<file path="config.mk">
export PLATFORM = sky130hd
export DESIGN_NAME = positional_list_table
export DESIGN_NICKNAME = d
export VERILOG_FILES = /design/src/rtl/core/plt_pkg.sv /design/src/rtl/core/plt_ctrl.sv /design/src/rtl/core/plt_datapath.sv /design/src/rtl/core/positional_list_table.sv
export SDC_FILE = /design/constraint.sdc
export NUM_CORES = 2
export LEC_CHECK = 0
export BUFFER_PORTS_ARGS = -buffer_cell sky130_fd_sc_hd__buf_2
export CAP_MARGIN = 40
export CORE_MARGIN = 2
export CORE_UTILIZATION = 61
export DETAILED_ROUTE_END_ITERATION = 10
export PLACE_DENSITY = 0.74
export REMOVE_ABC_BUFFERS = 1
export SYNTH_ARGS = -nofsm -noshare
export SYNTH_HDL_FRONTEND = slang
export SYNTH_HIERARCHICAL = 1
export SYNTH_SLANG_ARGS = --single-unit
</file>
<file path="constraint.sdc">
create_clock -name clk_i -period 9.89 [get_ports clk_i]
set_input_delay 1.978 -clock clk_i [delete_from_list [all_inputs] [get_ports clk_i]]
set_output_delay 1.978 -clock clk_i [all_outputs]
set_load 0.01 [all_outputs]
</file>
<file path="src/rtl/core/plt_pkg.sv">
`timescale 1ns / 1ps

package plt_pkg;

  // Fixed port widths of the command and result beats
  localparam int unsigned CMD_W  = 3;
  localparam int unsigned POS_W  = 5;
  localparam int unsigned KEY_W  = 64;
  localparam int unsigned DATA_W = 32;
  localparam int unsigned CNT_W  = 6;

  // Defaults for the top-level parameters
  localparam int unsigned CAPACITY_DEF  = 32;
  localparam int unsigned KEY_BITS_DEF  = 64;
  localparam int unsigned DATA_BITS_DEF = 32;

  typedef enum logic [CMD_W-1:0] {
    CMD_CLEAR  = 3'd0,
    CMD_INSERT = 3'd1,
    CMD_DELETE = 3'd2,
    CMD_READ   = 3'd3,
    CMD_UPDATE = 3'd4,
    CMD_FIND   = 3'd5
  } cmd_e;

  // Controller to datapath
  typedef struct packed {
    logic load;       // capture the input beat, clear the result
    logic rd;         // read one entry into the read register
    logic wr_shift;   // write the read register at the pointer
    logic wr_new;     // write the captured key and data
    logic ptr_init;
    logic ptr_step;
    logic cnt_clear;
    logic cnt_inc;
    logic cnt_dec;
    logic set_ok;
    logic set_read;   // take key and data from the read register
    logic set_found;  // record the pointer as the match position
    logic out_load;   // move the result into the output register
  } dp_ctrl_t;

  // Datapath to controller
  typedef struct packed {
    cmd_e cmd;
    logic legal;  // the command may change or read the list
    logic more;   // the walk has another entry to visit
    logic match;  // the read register holds the wanted key
  } dp_stat_t;

endpackage

</file>
<file path="src/rtl/core/plt_ctrl.sv">
`timescale 1ns / 1ps

module plt_ctrl (
  input  logic               clk_i,
  input  logic               rst_ni,
  input  logic               in_valid_i,
  output logic               in_ready_o,
  output logic               out_valid_o,
  input  logic               out_ready_i,
  input  plt_pkg::dp_stat_t  stat_i,
  output plt_pkg::dp_ctrl_t  ctrl_o
);

  typedef enum logic [3:0] {
    ST_IDLE,
    ST_DECODE,
    ST_SHIFT_RD,
    ST_SHIFT_WR,
    ST_PUT,
    ST_FETCH,
    ST_SCAN_RD,
    ST_SCAN_CMP,
    ST_FINISH
  } state_e;

  state_e state_q, state_d;
  logic   out_valid_q, out_valid_d;

  always_comb begin
    state_d     = state_q;
    out_valid_d = out_valid_q;
    ctrl_o      = '0;
    if (out_valid_q && out_ready_i) begin
      out_valid_d = 1'b0;
    end
    case (state_q)
      ST_IDLE: begin
        if (in_valid_i) begin
          ctrl_o.load = 1'b1;
          state_d     = ST_DECODE;
        end
      end
      ST_DECODE: begin
        state_d = ST_FINISH;
        case (stat_i.cmd)
          plt_pkg::CMD_CLEAR: begin
            ctrl_o.cnt_clear = 1'b1;
            ctrl_o.set_ok    = 1'b1;
          end
          plt_pkg::CMD_INSERT, plt_pkg::CMD_DELETE: begin
            if (stat_i.legal) begin
              ctrl_o.ptr_init = 1'b1;
              state_d         = ST_SHIFT_RD;
            end
          end
          plt_pkg::CMD_READ: begin
            if (stat_i.legal) begin
              ctrl_o.rd = 1'b1;
              state_d   = ST_FETCH;
            end
          end
          plt_pkg::CMD_UPDATE: begin
            if (stat_i.legal) begin
              ctrl_o.wr_new = 1'b1;
              ctrl_o.set_ok = 1'b1;
            end
          end
          plt_pkg::CMD_FIND: begin
            ctrl_o.set_ok   = 1'b1;
            ctrl_o.ptr_init = 1'b1;
            state_d         = ST_SCAN_RD;
          end
          default: ;
        endcase
      end
      ST_SHIFT_RD: begin
        if (stat_i.more) begin
          ctrl_o.rd = 1'b1;
          state_d   = ST_SHIFT_WR;
        end else if (stat_i.cmd == plt_pkg::CMD_INSERT) begin
          state_d = ST_PUT;
        end else begin
          ctrl_o.cnt_dec = 1'b1;
          ctrl_o.set_ok  = 1'b1;
          state_d        = ST_FINISH;
        end
      end
      ST_SHIFT_WR: begin
        ctrl_o.wr_shift = 1'b1;
        ctrl_o.ptr_step = 1'b1;
        state_d         = ST_SHIFT_RD;
      end
      ST_PUT: begin
        ctrl_o.wr_new  = 1'b1;
        ctrl_o.cnt_inc = 1'b1;
        ctrl_o.set_ok  = 1'b1;
        state_d        = ST_FINISH;
      end
      ST_FETCH: begin
        ctrl_o.set_read = 1'b1;
        ctrl_o.set_ok   = 1'b1;
        state_d         = ST_FINISH;
      end
      ST_SCAN_RD: begin
        if (stat_i.more) begin
          ctrl_o.rd = 1'b1;
          state_d   = ST_SCAN_CMP;
        end else begin
          state_d = ST_FINISH;
        end
      end
      ST_SCAN_CMP: begin
        if (stat_i.match) begin
          ctrl_o.set_found = 1'b1;
          state_d          = ST_FINISH;
        end else begin
          ctrl_o.ptr_step = 1'b1;
          state_d         = ST_SCAN_RD;
        end
      end
      ST_FINISH: begin
        // hold until the output register is free
        if (!out_valid_q || out_ready_i) begin
          ctrl_o.out_load = 1'b1;
          out_valid_d     = 1'b1;
          state_d         = ST_IDLE;
        end
      end
      default: state_d = ST_IDLE;
    endcase
  end

  always_ff @(posedge clk_i or negedge rst_ni) begin
    if (!rst_ni) begin
      state_q     <= ST_IDLE;
      out_valid_q <= 1'b0;
    end else begin
      state_q     <= state_d;
      out_valid_q <= out_valid_d;
    end
  end

  assign in_ready_o  = (state_q == ST_IDLE);
  assign out_valid_o = out_valid_q;

endmodule

</file>
<file path="src/rtl/core/plt_datapath.sv">
`timescale 1ns / 1ps

module plt_datapath #(
  parameter int unsigned CAPACITY  = plt_pkg::CAPACITY_DEF,
  parameter int unsigned KEY_BITS  = plt_pkg::KEY_BITS_DEF,
  parameter int unsigned DATA_BITS = plt_pkg::DATA_BITS_DEF
) (
  input  logic                        clk_i,
  input  logic                        rst_ni,
  input  logic [plt_pkg::CMD_W-1:0]   command_i,
  input  logic [plt_pkg::POS_W-1:0]   position_i,
  input  logic                        append_i,
  input  logic [plt_pkg::KEY_W-1:0]   item_key_i,
  input  logic [plt_pkg::DATA_W-1:0]  item_data_i,
  input  plt_pkg::dp_ctrl_t           ctrl_i,
  output plt_pkg::dp_stat_t           stat_o,
  output logic                        ok_o,
  output logic                        found_o,
  output logic [plt_pkg::POS_W-1:0]   found_position_o,
  output logic [plt_pkg::KEY_W-1:0]   read_key_o,
  output logic [plt_pkg::DATA_W-1:0]  read_data_o,
  output logic [plt_pkg::CNT_W-1:0]   entry_count_o
);

  localparam int unsigned CW = $clog2(CAPACITY + 1);
  localparam int unsigned IW = $clog2(CAPACITY);
  localparam int unsigned PW = (CW > plt_pkg::POS_W) ? CW : plt_pkg::POS_W;
  localparam int unsigned EW = KEY_BITS + DATA_BITS;

  logic [EW-1:0] mem_q [CAPACITY];
  logic [EW-1:0] rd_q;

  plt_pkg::cmd_e           cmd_q;
  logic [plt_pkg::POS_W-1:0] pos_q;
  logic                    app_q;
  logic [KEY_BITS-1:0]     key_q;
  logic [DATA_BITS-1:0]    data_q;

  logic [CW-1:0] cnt_q;
  logic [PW-1:0] ptr_q;

  logic [PW-1:0] pos_x, cnt_x, tgt, ptr_dn, ptr_up;
  logic [PW-1:0] rd_sel, wr_sel;
  logic [IW-1:0] rd_addr, wr_addr;
  logic [EW-1:0] wr_data;
  logic          wr_en;

  // result of the item at work
  logic                       ok_q, found_q;
  logic [plt_pkg::POS_W-1:0]  fpos_q;
  logic [plt_pkg::KEY_W-1:0]  rkey_q;
  logic [plt_pkg::DATA_W-1:0] rdata_q;

  // output register
  logic                       ok_oq, found_oq;
  logic [plt_pkg::POS_W-1:0]  fpos_oq;
  logic [plt_pkg::KEY_W-1:0]  rkey_oq;
  logic [plt_pkg::DATA_W-1:0] rdata_oq;
  logic [plt_pkg::CNT_W-1:0]  cnt_oq;

  assign pos_x  = PW'(pos_q);
  assign cnt_x  = PW'(cnt_q);
  assign tgt    = app_q ? cnt_x : pos_x;
  assign ptr_dn = ptr_q - PW'(1);
  assign ptr_up = ptr_q + PW'(1);

  always_comb begin
    stat_o.cmd   = cmd_q;
    stat_o.match = (rd_q[EW-1:DATA_BITS] == key_q);
    stat_o.legal = 1'b0;
    stat_o.more  = 1'b0;
    rd_sel       = pos_x;
    case (cmd_q)
      plt_pkg::CMD_INSERT: begin
        stat_o.legal = (cnt_q < CW'(CAPACITY)) && (tgt <= cnt_x);
        stat_o.more  = (ptr_q > tgt);
        rd_sel       = ptr_dn;
      end
      plt_pkg::CMD_DELETE: begin
        stat_o.legal = (pos_x < cnt_x);
        stat_o.more  = (ptr_up < cnt_x);
        rd_sel       = ptr_up;
      end
      plt_pkg::CMD_READ, plt_pkg::CMD_UPDATE: begin
        stat_o.legal = (pos_x < cnt_x);
      end
      plt_pkg::CMD_FIND: begin
        stat_o.legal = 1'b1;
        stat_o.more  = (ptr_q < cnt_x);
        rd_sel       = ptr_q;
      end
      default: ;
    endcase
  end

  always_comb begin
    wr_en   = ctrl_i.wr_shift || ctrl_i.wr_new;
    wr_data = rd_q;
    wr_sel  = ptr_q;
    if (ctrl_i.wr_new) begin
      wr_data = {key_q, data_q};
      wr_sel  = (cmd_q == plt_pkg::CMD_INSERT) ? tgt : pos_x;
    end
  end

  assign rd_addr = rd_sel[IW-1:0];
  assign wr_addr = wr_sel[IW-1:0];

  // entry storage: one write and one registered read port
  always_ff @(posedge clk_i) begin
    if (wr_en) begin
      mem_q[wr_addr] <= wr_data;
    end
    if (ctrl_i.rd) begin
      rd_q <= mem_q[rd_addr];
    end
  end

  always_ff @(posedge clk_i or negedge rst_ni) begin
    if (!rst_ni) begin
      cnt_q <= '0;
    end else if (ctrl_i.cnt_clear) begin
      cnt_q <= '0;
    end else if (ctrl_i.cnt_inc) begin
      cnt_q <= cnt_q + CW'(1);
    end else if (ctrl_i.cnt_dec) begin
      cnt_q <= cnt_q - CW'(1);
    end
  end

  always_ff @(posedge clk_i) begin
    if (ctrl_i.load) begin
      cmd_q  <= plt_pkg::cmd_e'(command_i);
      pos_q  <= position_i;
      app_q  <= append_i;
      key_q  <= KEY_BITS'(item_key_i);
      data_q <= DATA_BITS'(item_data_i);
    end
    if (ctrl_i.ptr_init) begin
      case (cmd_q)
        plt_pkg::CMD_INSERT: ptr_q <= cnt_x;
        plt_pkg::CMD_DELETE: ptr_q <= pos_x;
        default:             ptr_q <= '0;
      endcase
    end else if (ctrl_i.ptr_step) begin
      ptr_q <= (cmd_q == plt_pkg::CMD_INSERT) ? ptr_dn : ptr_up;
    end
    if (ctrl_i.load) begin
      ok_q    <= 1'b0;
      found_q <= 1'b0;
      fpos_q  <= '0;
      rkey_q  <= '0;
      rdata_q <= '0;
    end else begin
      if (ctrl_i.set_ok) begin
        ok_q <= 1'b1;
      end
      if (ctrl_i.set_found) begin
        found_q <= 1'b1;
        fpos_q  <= ptr_q[plt_pkg::POS_W-1:0];
      end
      if (ctrl_i.set_read) begin
        rkey_q  <= plt_pkg::KEY_W'(rd_q[EW-1:DATA_BITS]);
        rdata_q <= plt_pkg::DATA_W'(rd_q[DATA_BITS-1:0]);
      end
    end
    if (ctrl_i.out_load) begin
      ok_oq    <= ok_q;
      found_oq <= found_q;
      fpos_oq  <= fpos_q;
      rkey_oq  <= rkey_q;
      rdata_oq <= rdata_q;
      cnt_oq   <= plt_pkg::CNT_W'(cnt_q);
    end
  end

  assign ok_o             = ok_oq;
  assign found_o          = found_oq;
  assign found_position_o = fpos_oq;
  assign read_key_o       = rkey_oq;
  assign read_data_o      = rdata_oq;
  assign entry_count_o    = cnt_oq;

endmodule

</file>
<file path="src/rtl/core/positional_list_table.sv">
`timescale 1ns / 1ps
// Channel | Handshake                  | Beat contents
// --------+----------------------------+-------------------------------------------------
// command | in_valid_i / in_ready_o    | command, position, append, item_key, item_data
// result  | out_valid_o / out_ready_i  | ok, found, found_position, read_key, read_data,
//         |                            | entry_count
//
// One command is worked at a time; the cost is set by the entry memory and its registered
// read port, which moves or visits one entry at a time (read, then write or compare).
// Clear, update, read and failed commands walk no entries. Insert moves the entries from
// the target position to count - 1 up by one, the target being count on an append;
// delete moves the entries above position down by one; find visits entries from the
// front until a match or the end of the list. The next command is taken in the cycle
// after the result is loaded, even while that result still waits for out_ready_i.
// Reset clears the entry count and the handshake state only; no clearing pass.
// A stalled result holds in the output register and blocks only the next finish.

module positional_list_table #(
  parameter int unsigned CAPACITY  = plt_pkg::CAPACITY_DEF,
  parameter int unsigned KEY_BITS  = plt_pkg::KEY_BITS_DEF,
  parameter int unsigned DATA_BITS = plt_pkg::DATA_BITS_DEF
) (
  input  logic                        clk_i,
  input  logic                        rst_ni,
  input  logic                        in_valid_i,
  output logic                        in_ready_o,
  input  logic [plt_pkg::CMD_W-1:0]   command_i,
  input  logic [plt_pkg::POS_W-1:0]   position_i,
  input  logic                        append_i,
  input  logic [plt_pkg::KEY_W-1:0]   item_key_i,
  input  logic [plt_pkg::DATA_W-1:0]  item_data_i,
  output logic                        out_valid_o,
  input  logic                        out_ready_i,
  output logic                        ok_o,
  output logic                        found_o,
  output logic [plt_pkg::POS_W-1:0]   found_position_o,
  output logic [plt_pkg::KEY_W-1:0]   read_key_o,
  output logic [plt_pkg::DATA_W-1:0]  read_data_o,
  output logic [plt_pkg::CNT_W-1:0]   entry_count_o
);

  // Commands from the sequencer and status back from the entry datapath
  plt_pkg::dp_ctrl_t ctrl;
  plt_pkg::dp_stat_t stat;

  // Sequencer: decode, walk the entries for shifts and key search, hand off the result
  plt_ctrl u_ctrl (
    .clk_i       (clk_i),
    .rst_ni      (rst_ni),
    .in_valid_i  (in_valid_i),
    .in_ready_o  (in_ready_o),
    .out_valid_o (out_valid_o),
    .out_ready_i (out_ready_i),
    .stat_i      (stat),
    .ctrl_o      (ctrl)
  );

  // Datapath: entry memory, count, walk pointer, result and output registers
  plt_datapath #(
    .CAPACITY  (CAPACITY),
    .KEY_BITS  (KEY_BITS),
    .DATA_BITS (DATA_BITS)
  ) u_datapath (
    .clk_i            (clk_i),
    .rst_ni           (rst_ni),
    .command_i        (command_i),
    .position_i       (position_i),
    .append_i         (append_i),
    .item_key_i       (item_key_i),
    .item_data_i      (item_data_i),
    .ctrl_i           (ctrl),
    .stat_o           (stat),
    .ok_o             (ok_o),
    .found_o          (found_o),
    .found_position_o (found_position_o),
    .read_key_o       (read_key_o),
    .read_data_o      (read_data_o),
    .entry_count_o    (entry_count_o)
  );

endmodule

</file>
---- Word level (Yosys, flattened, before mapping) ----
Memories as Yosys holds them, arrays and structs flattened. A register that Yosys moved wholly into a read port is not among the register bits.
Cells that the tools add are included.
operators by class
  add/subtract/negate cells ............... 4
  order comparisons ....................... 6
  eq/ne operators ......................... 16
  muxes and demuxes ....................... 55
  reduce and logical (&&, ||, !) cells .... 15
operators with widths
  operator                                             number
  two-way mux 96 bit                                   1
  equality test 64 bit                                 1
  two-way mux 6 bit                                    7
  two-way mux 4 bit                                    8
  case mux 4 bit (8 select lines)                      1
  two-way mux 1 bit                                    23
  equality test 4 x 3 -> 1 bit, second input constant  4
  case mux 5 bit (3 select lines)                      1
  adder 6 x 1 -> 6 bit, second input constant          2
  less-than comparator 6 bit                           2
  case mux 4 bit (3 select lines)                      1
  case mux 6 bit (2 select lines)                      1
  subtractor 6 x 1 -> 6 bit, second input constant     2
  two-way mux 5 bit                                    2
  case mux 1 bit (2 select lines)                      5
  case mux 1 bit (3 select lines)                      3
  equality test 4 x 2 -> 1 bit, second input constant  2
  OR reduction 2 bit                                   4
  equality test 3 x 2 -> 1 bit, second input constant  2
  equality test 3 bit, second input constant           2
  greater-than comparator 6 bit                        1
  <= comparator 6 bit                                  1
  less-than comparator 5 x 6 -> 1 bit                  1
  less-than comparator 6 bit, second input constant    1
  other kinds (15)                                     18
word-level totals
  bits in registers ....................... 334
  bits in writable memories ............... 3072
  input port bits ......................... 109
  output and inout bits ................... 111
  word-level logic and storage cells ...... 117
  memories ................................ 1
memory list
  name              words  bits a word  read ports  clocked after memory_dff  wr ports  RTL line            text
  u_datapath.mem_q  32     96           1           1                         1         plt_datapath.sv:30  logic [EW-1:0] mem_q [CAPACITY];

---- Logic depth before layout (Yosys ltp) ----
  depth in word-level cells ............... 10
  mapped depth ............................ 19
  depth with buffers taken out ............ 17

---- By module ----
Netlist, hierarchy kept.
by module, submodules not included
  module        times used  cells each  area each (um^2)  sequential area each (um^2)
  plt_datapath  1           7999        139163.5          103949.7
  plt_ctrl      1           57          471.7             125.1

---- Worst setup path after synthesis ----
OpenSTA, ideal clock, no wires.
  path kind ............................... register to register
  start point ............................. register u_datapath.app_q
  end point ............................... memory u_datapath/mem_q[15][0] (netlist name), enable pin
  setup time .............................. 552 ps
  arrival ................................. 7591 ps
  required time ........................... 9338 ps
  setup slack ............................. 1747 ps
  cell stages (with the launch flop) ...... 18
  buffers on the path ..................... 3
  period minus slack after synthesis ...... 8143 ps
  cells stage by stage .................... edfxtp_1 clkbuf_1 o21a_1 inv_1 ha_1 nor2b_1 o21a_1 o21a_1 o21a_1 o22ai_1 a211oi_1 a221oi_1 a31o_1 clkbuf_1 clkbuf_1 mux2i_1 nand2_1 nor2_1
RTL lines
  item                    RTL line             text
  start, declared         plt_datapath.sv:35   logic app_q;
  start signal, assigned  plt_datapath.sv:135  app_q <= append_i;
  end, declared           plt_datapath.sv:30

==> impl_metrics.json <==
{
  "p_clk_share_pct": 29.2,
  "path_cells": "nand2_1 > o21a_1 > inv_1 > ha_1 > nor2b_1 > o21a_1 > o21a_1 > o21a_1 > o22ai_1 > a211oi_1 > a221oi_1 > a31o_4 > mux2i_1 > nand2_1 > nor2_4 > buf_4",
  "yosysSeqAreaShare_pct": 74.53,
  "maxSlewViolCount": 0,
  "grt_max_degree": 165,
  "area_delta_synth_final_pct": 11.74,
  "status": "complete, no violations",
  "crit_required_ns": 10.47,
  "timing.fmax_ghz": 0.1689,
  "grt_util_all_layers_pct": 29.72,
  "crit_buf_inv": 2,
  "multi_input_area_um2": 32580,
  "intPower_uw": 29570,
  "clk_pin_slew_worst_paths_ns": 0.06,
  "total_leakage_power_uw": 0.05462,
  "ys_types": 78,
  "clkLatencyLatePin_ns": 0.98,
  "route.detailed.drc": 0,
  "ys_warn_count": 6,
  "cap_violations": 0,
  "peakVddDrop_mv": 0.4018,
  "placed_cells": 10990,
  "cp_max_fo": 42,
  "synthCells": 8056,
  "syn_area_um2": 139600,
  "antenna_found_initial": 6,
  "p_sw_uw": 14330,
  "gp_congestion": 0.8616,
  "netlist.area_leader.share_pct": 72.86,
  "firstDrtPassIters": 9,
  "cp_top_family": "compound AO/OA/AOI/OAI gates",
  "comb_power_share_pct": 30.2,
  "synth_seq_cells": 3502,
  "finalHoldViolations": 0,
  "die_x_um": 482.4,
  "cts_tree": "done",
  "cpPeakStageDelay_ns": 0.90,
  "synth_edf_count": 3388,
  "drt_iter0_drc": 9820,
  "fillCellCount": 14300,
  "postSynth.asyncResetShare_pct": 0.3141,
  "drtAntennaViolNets": 0,
  "cts_num_sinks": 3502,
  "cp.arrival_ns": 6.50,
  "fin_cells": 11630,
  "r2r_slack_ns": 3.97,
  "drive_gt1_share_pct": 15.03,
  "yosysTopAreaCell": "edfxtp_1",
  "worst-slew-pin-transition_ns": 0.9930,
  "holdWs_ns": 0.4192,
  "pwr-share-seq_pct": 40.6,
  "setup_violations": 0,
  "grt_pass1_wl_um": 509600,
  "min_path_type": "register to register",
  "period_share_pct": 59.86,
  "p_per_area_nw_per_um2": 281.4,
  "regArea_um2": 104100,
  "dp_hpwl_um": 192200,
  "cts_buffers": 358,
  "layout_commonest_cell": "edfxtp_1",
  "cts_setup_buffers": 0,
  "crit_type": "register to register",
  "clockBufferDepth": 4,
  "critPathLaunchType": "register",
  "grt_pass1_vias": 76190,
  "final_cell_mix": "edfxtp_1 (3,388), mux2i_1 (1,350), clkbuf_16 (360), mux2_2 (288), nand2_1 (235)",
  "cp-end-kind": "register",
  "wl_um": 348700,
  "grt_remaining_overflow": 0,
  "num-nets-final": 8488,
  "initial_core_util_pct": 61.38,
  "crit_top_cell": "o21a_1",
  "dieArea_um2": 232800,
  "htree_levels": 5,
  "root_buffer": "clkbuf_16",
  "ios": 220,
  "design.core.area_um2": 227500,
  "synth.area.top_cells": "edfxtp_1 (73%), mux2i_1 (9.7%), mux2_2 (2.3%)",
  "rsz0062_at_grt": "no",
  "cts_hold_buf": 0,
  "slew_headroom_pct": 32.09,
  "synthFlopType": "edfxtp_1",
  "drt-wirelength-per-cell_um": 29.99,
  "vias": 77710,
  "via_per_inst": 6.683,
  "die_height_um": 482.4,
  "fin_tns_setup_ns": 0,
  "cts_resized": 0,
  "worst_path_max_delay_cell": "nor2_4",
  "fin_crit_ns": 5.920,
  "std_cell_rows": 175,
  "io_buffers": 219,
  "syn_area_per_cell_um2": 17.33,
  "p_sw_share_pct": 32.64,
  "finalClockSkew_ns": 0.06001
}
[path summary, 6_finish.rpt]
| kind | start | to | cells after the start |
|---|---|---|---|
| max in group asynchronous | rst_ni | u_ctrl/state_q[1] | 1 |
| worst min-delay path | u_datapath/rkey_q[45] | u_datapath/read_key_o[45] | 0 |
| worst max register to register | u_datapath/app_q | u_datapath/mem_q[2][30] | 16 |
| min in group asynchronous | rst_ni | u_datapath/cnt_q[1] | 1 |
| worst min register to register | u_datapath/rkey_q[45] | u_datapath/read_key_o[45] | 0 |
| worst max-delay path | u_datapath/app_q | u_datapath/mem_q[2][30] | 16 |
[metal layers]
metal	share of wire (%)	global-route usage, %	vias to the layer above
li1	-	-	33070
met1	40	43.20	39610
met2	46	45.88	4428
met3	11	5.788	602
met4	3.1	9.389	2
met5	0.0037	0	-
[state kept, by name, indices dropped and copies added, names as in the netlist, 6 cells and up]
register                  flops
u_datapath/entry_count_o      6
u_datapath/rkey_q            64
u_datapath/cnt_q              6
u_datapath/read_data_o       32
u_datapath/read_key_o        64
u_datapath/rdata_q           32
u_datapath/rd_q              96
u_datapath/mem_q           3072
u_datapath/key_q             64
u_datapath/data_q            32
u_datapath/ptr_q              6
[logic make-up (layout without fill, tap and decap cells)]
family | Yosys count | in the layout | share of synthesized area, %
AOI/OAI and AO/OA | 1257 | 1257 | 7.169
buffers and inverters | 758 | 1320 | 2.471
muxes | 1642 | 1642 | 12.04
other | 0 | 1 | 0
adders and majority gates | 32 | 32 | 0.2921
DFF | 3502 | 3502 | 74.53
and+or+nand+nor | 786 | 786 | 2.996
xor gates and xnor gates | 79 | 79 | 0.5009
[Yosys cell counts (all sizes together), types with 17 or more instances]
master   count
o21ai       17
nand4      196
nor2       169
mux2       291
o211ai     193
a211oi     197
nand2      238
inv        213
xor2        70
o221ai     190
ha          31
mux2i     1351
and4       100
edfxtp    3388
buf        222
o22ai       97
nor4        20
o211a      191
clkbuf     323
a311oi     100
dfxtp      103
a21oi      124
a2111oi     95
[stage by stage]
step	cell area [um2]	utilization (%)	setup WS [ns]	total power, uW
global route	156000	68.59	3.701	45380
finish	156000	68.59	3.970	43900
global placement	144100	63.35	3.574	30590
CTS	156000	68.56	4.035	43840
floorplan	137000	-	-70.46	26930
detailed placement	145000	63.72	4.102	31100
[power groups by stage]
stage                     registers (uW)  clock network, uW  logic, uW
after CTS                          17800              13000      13100
after global placement             18100                  0      12500
after global routing               17800              13600      14000
after floorplan                    18100                  0       8880
final                              17800              12800      13300
after detailed placement           18100                  0      13000
[area by class of cell]
| class | count | share of cell area (%) |
|---|---|---|
| Antenna cell | 1 | 0.001604 |
| Clock buffer | 465 | 6.116 |
| Clock inverter | 166 | 0.9446 |
| Inverter | 213 | 0.5124 |
| Multi-Input combinational cell | 3796 | 20.88 |
| Sequential cell | 3502 | 66.70 |
| Tap cell | 3009 | 2.413 |
| Timing Repair Buffer | 476 | 2.432 |
Power figures use the tool's default switching activity.
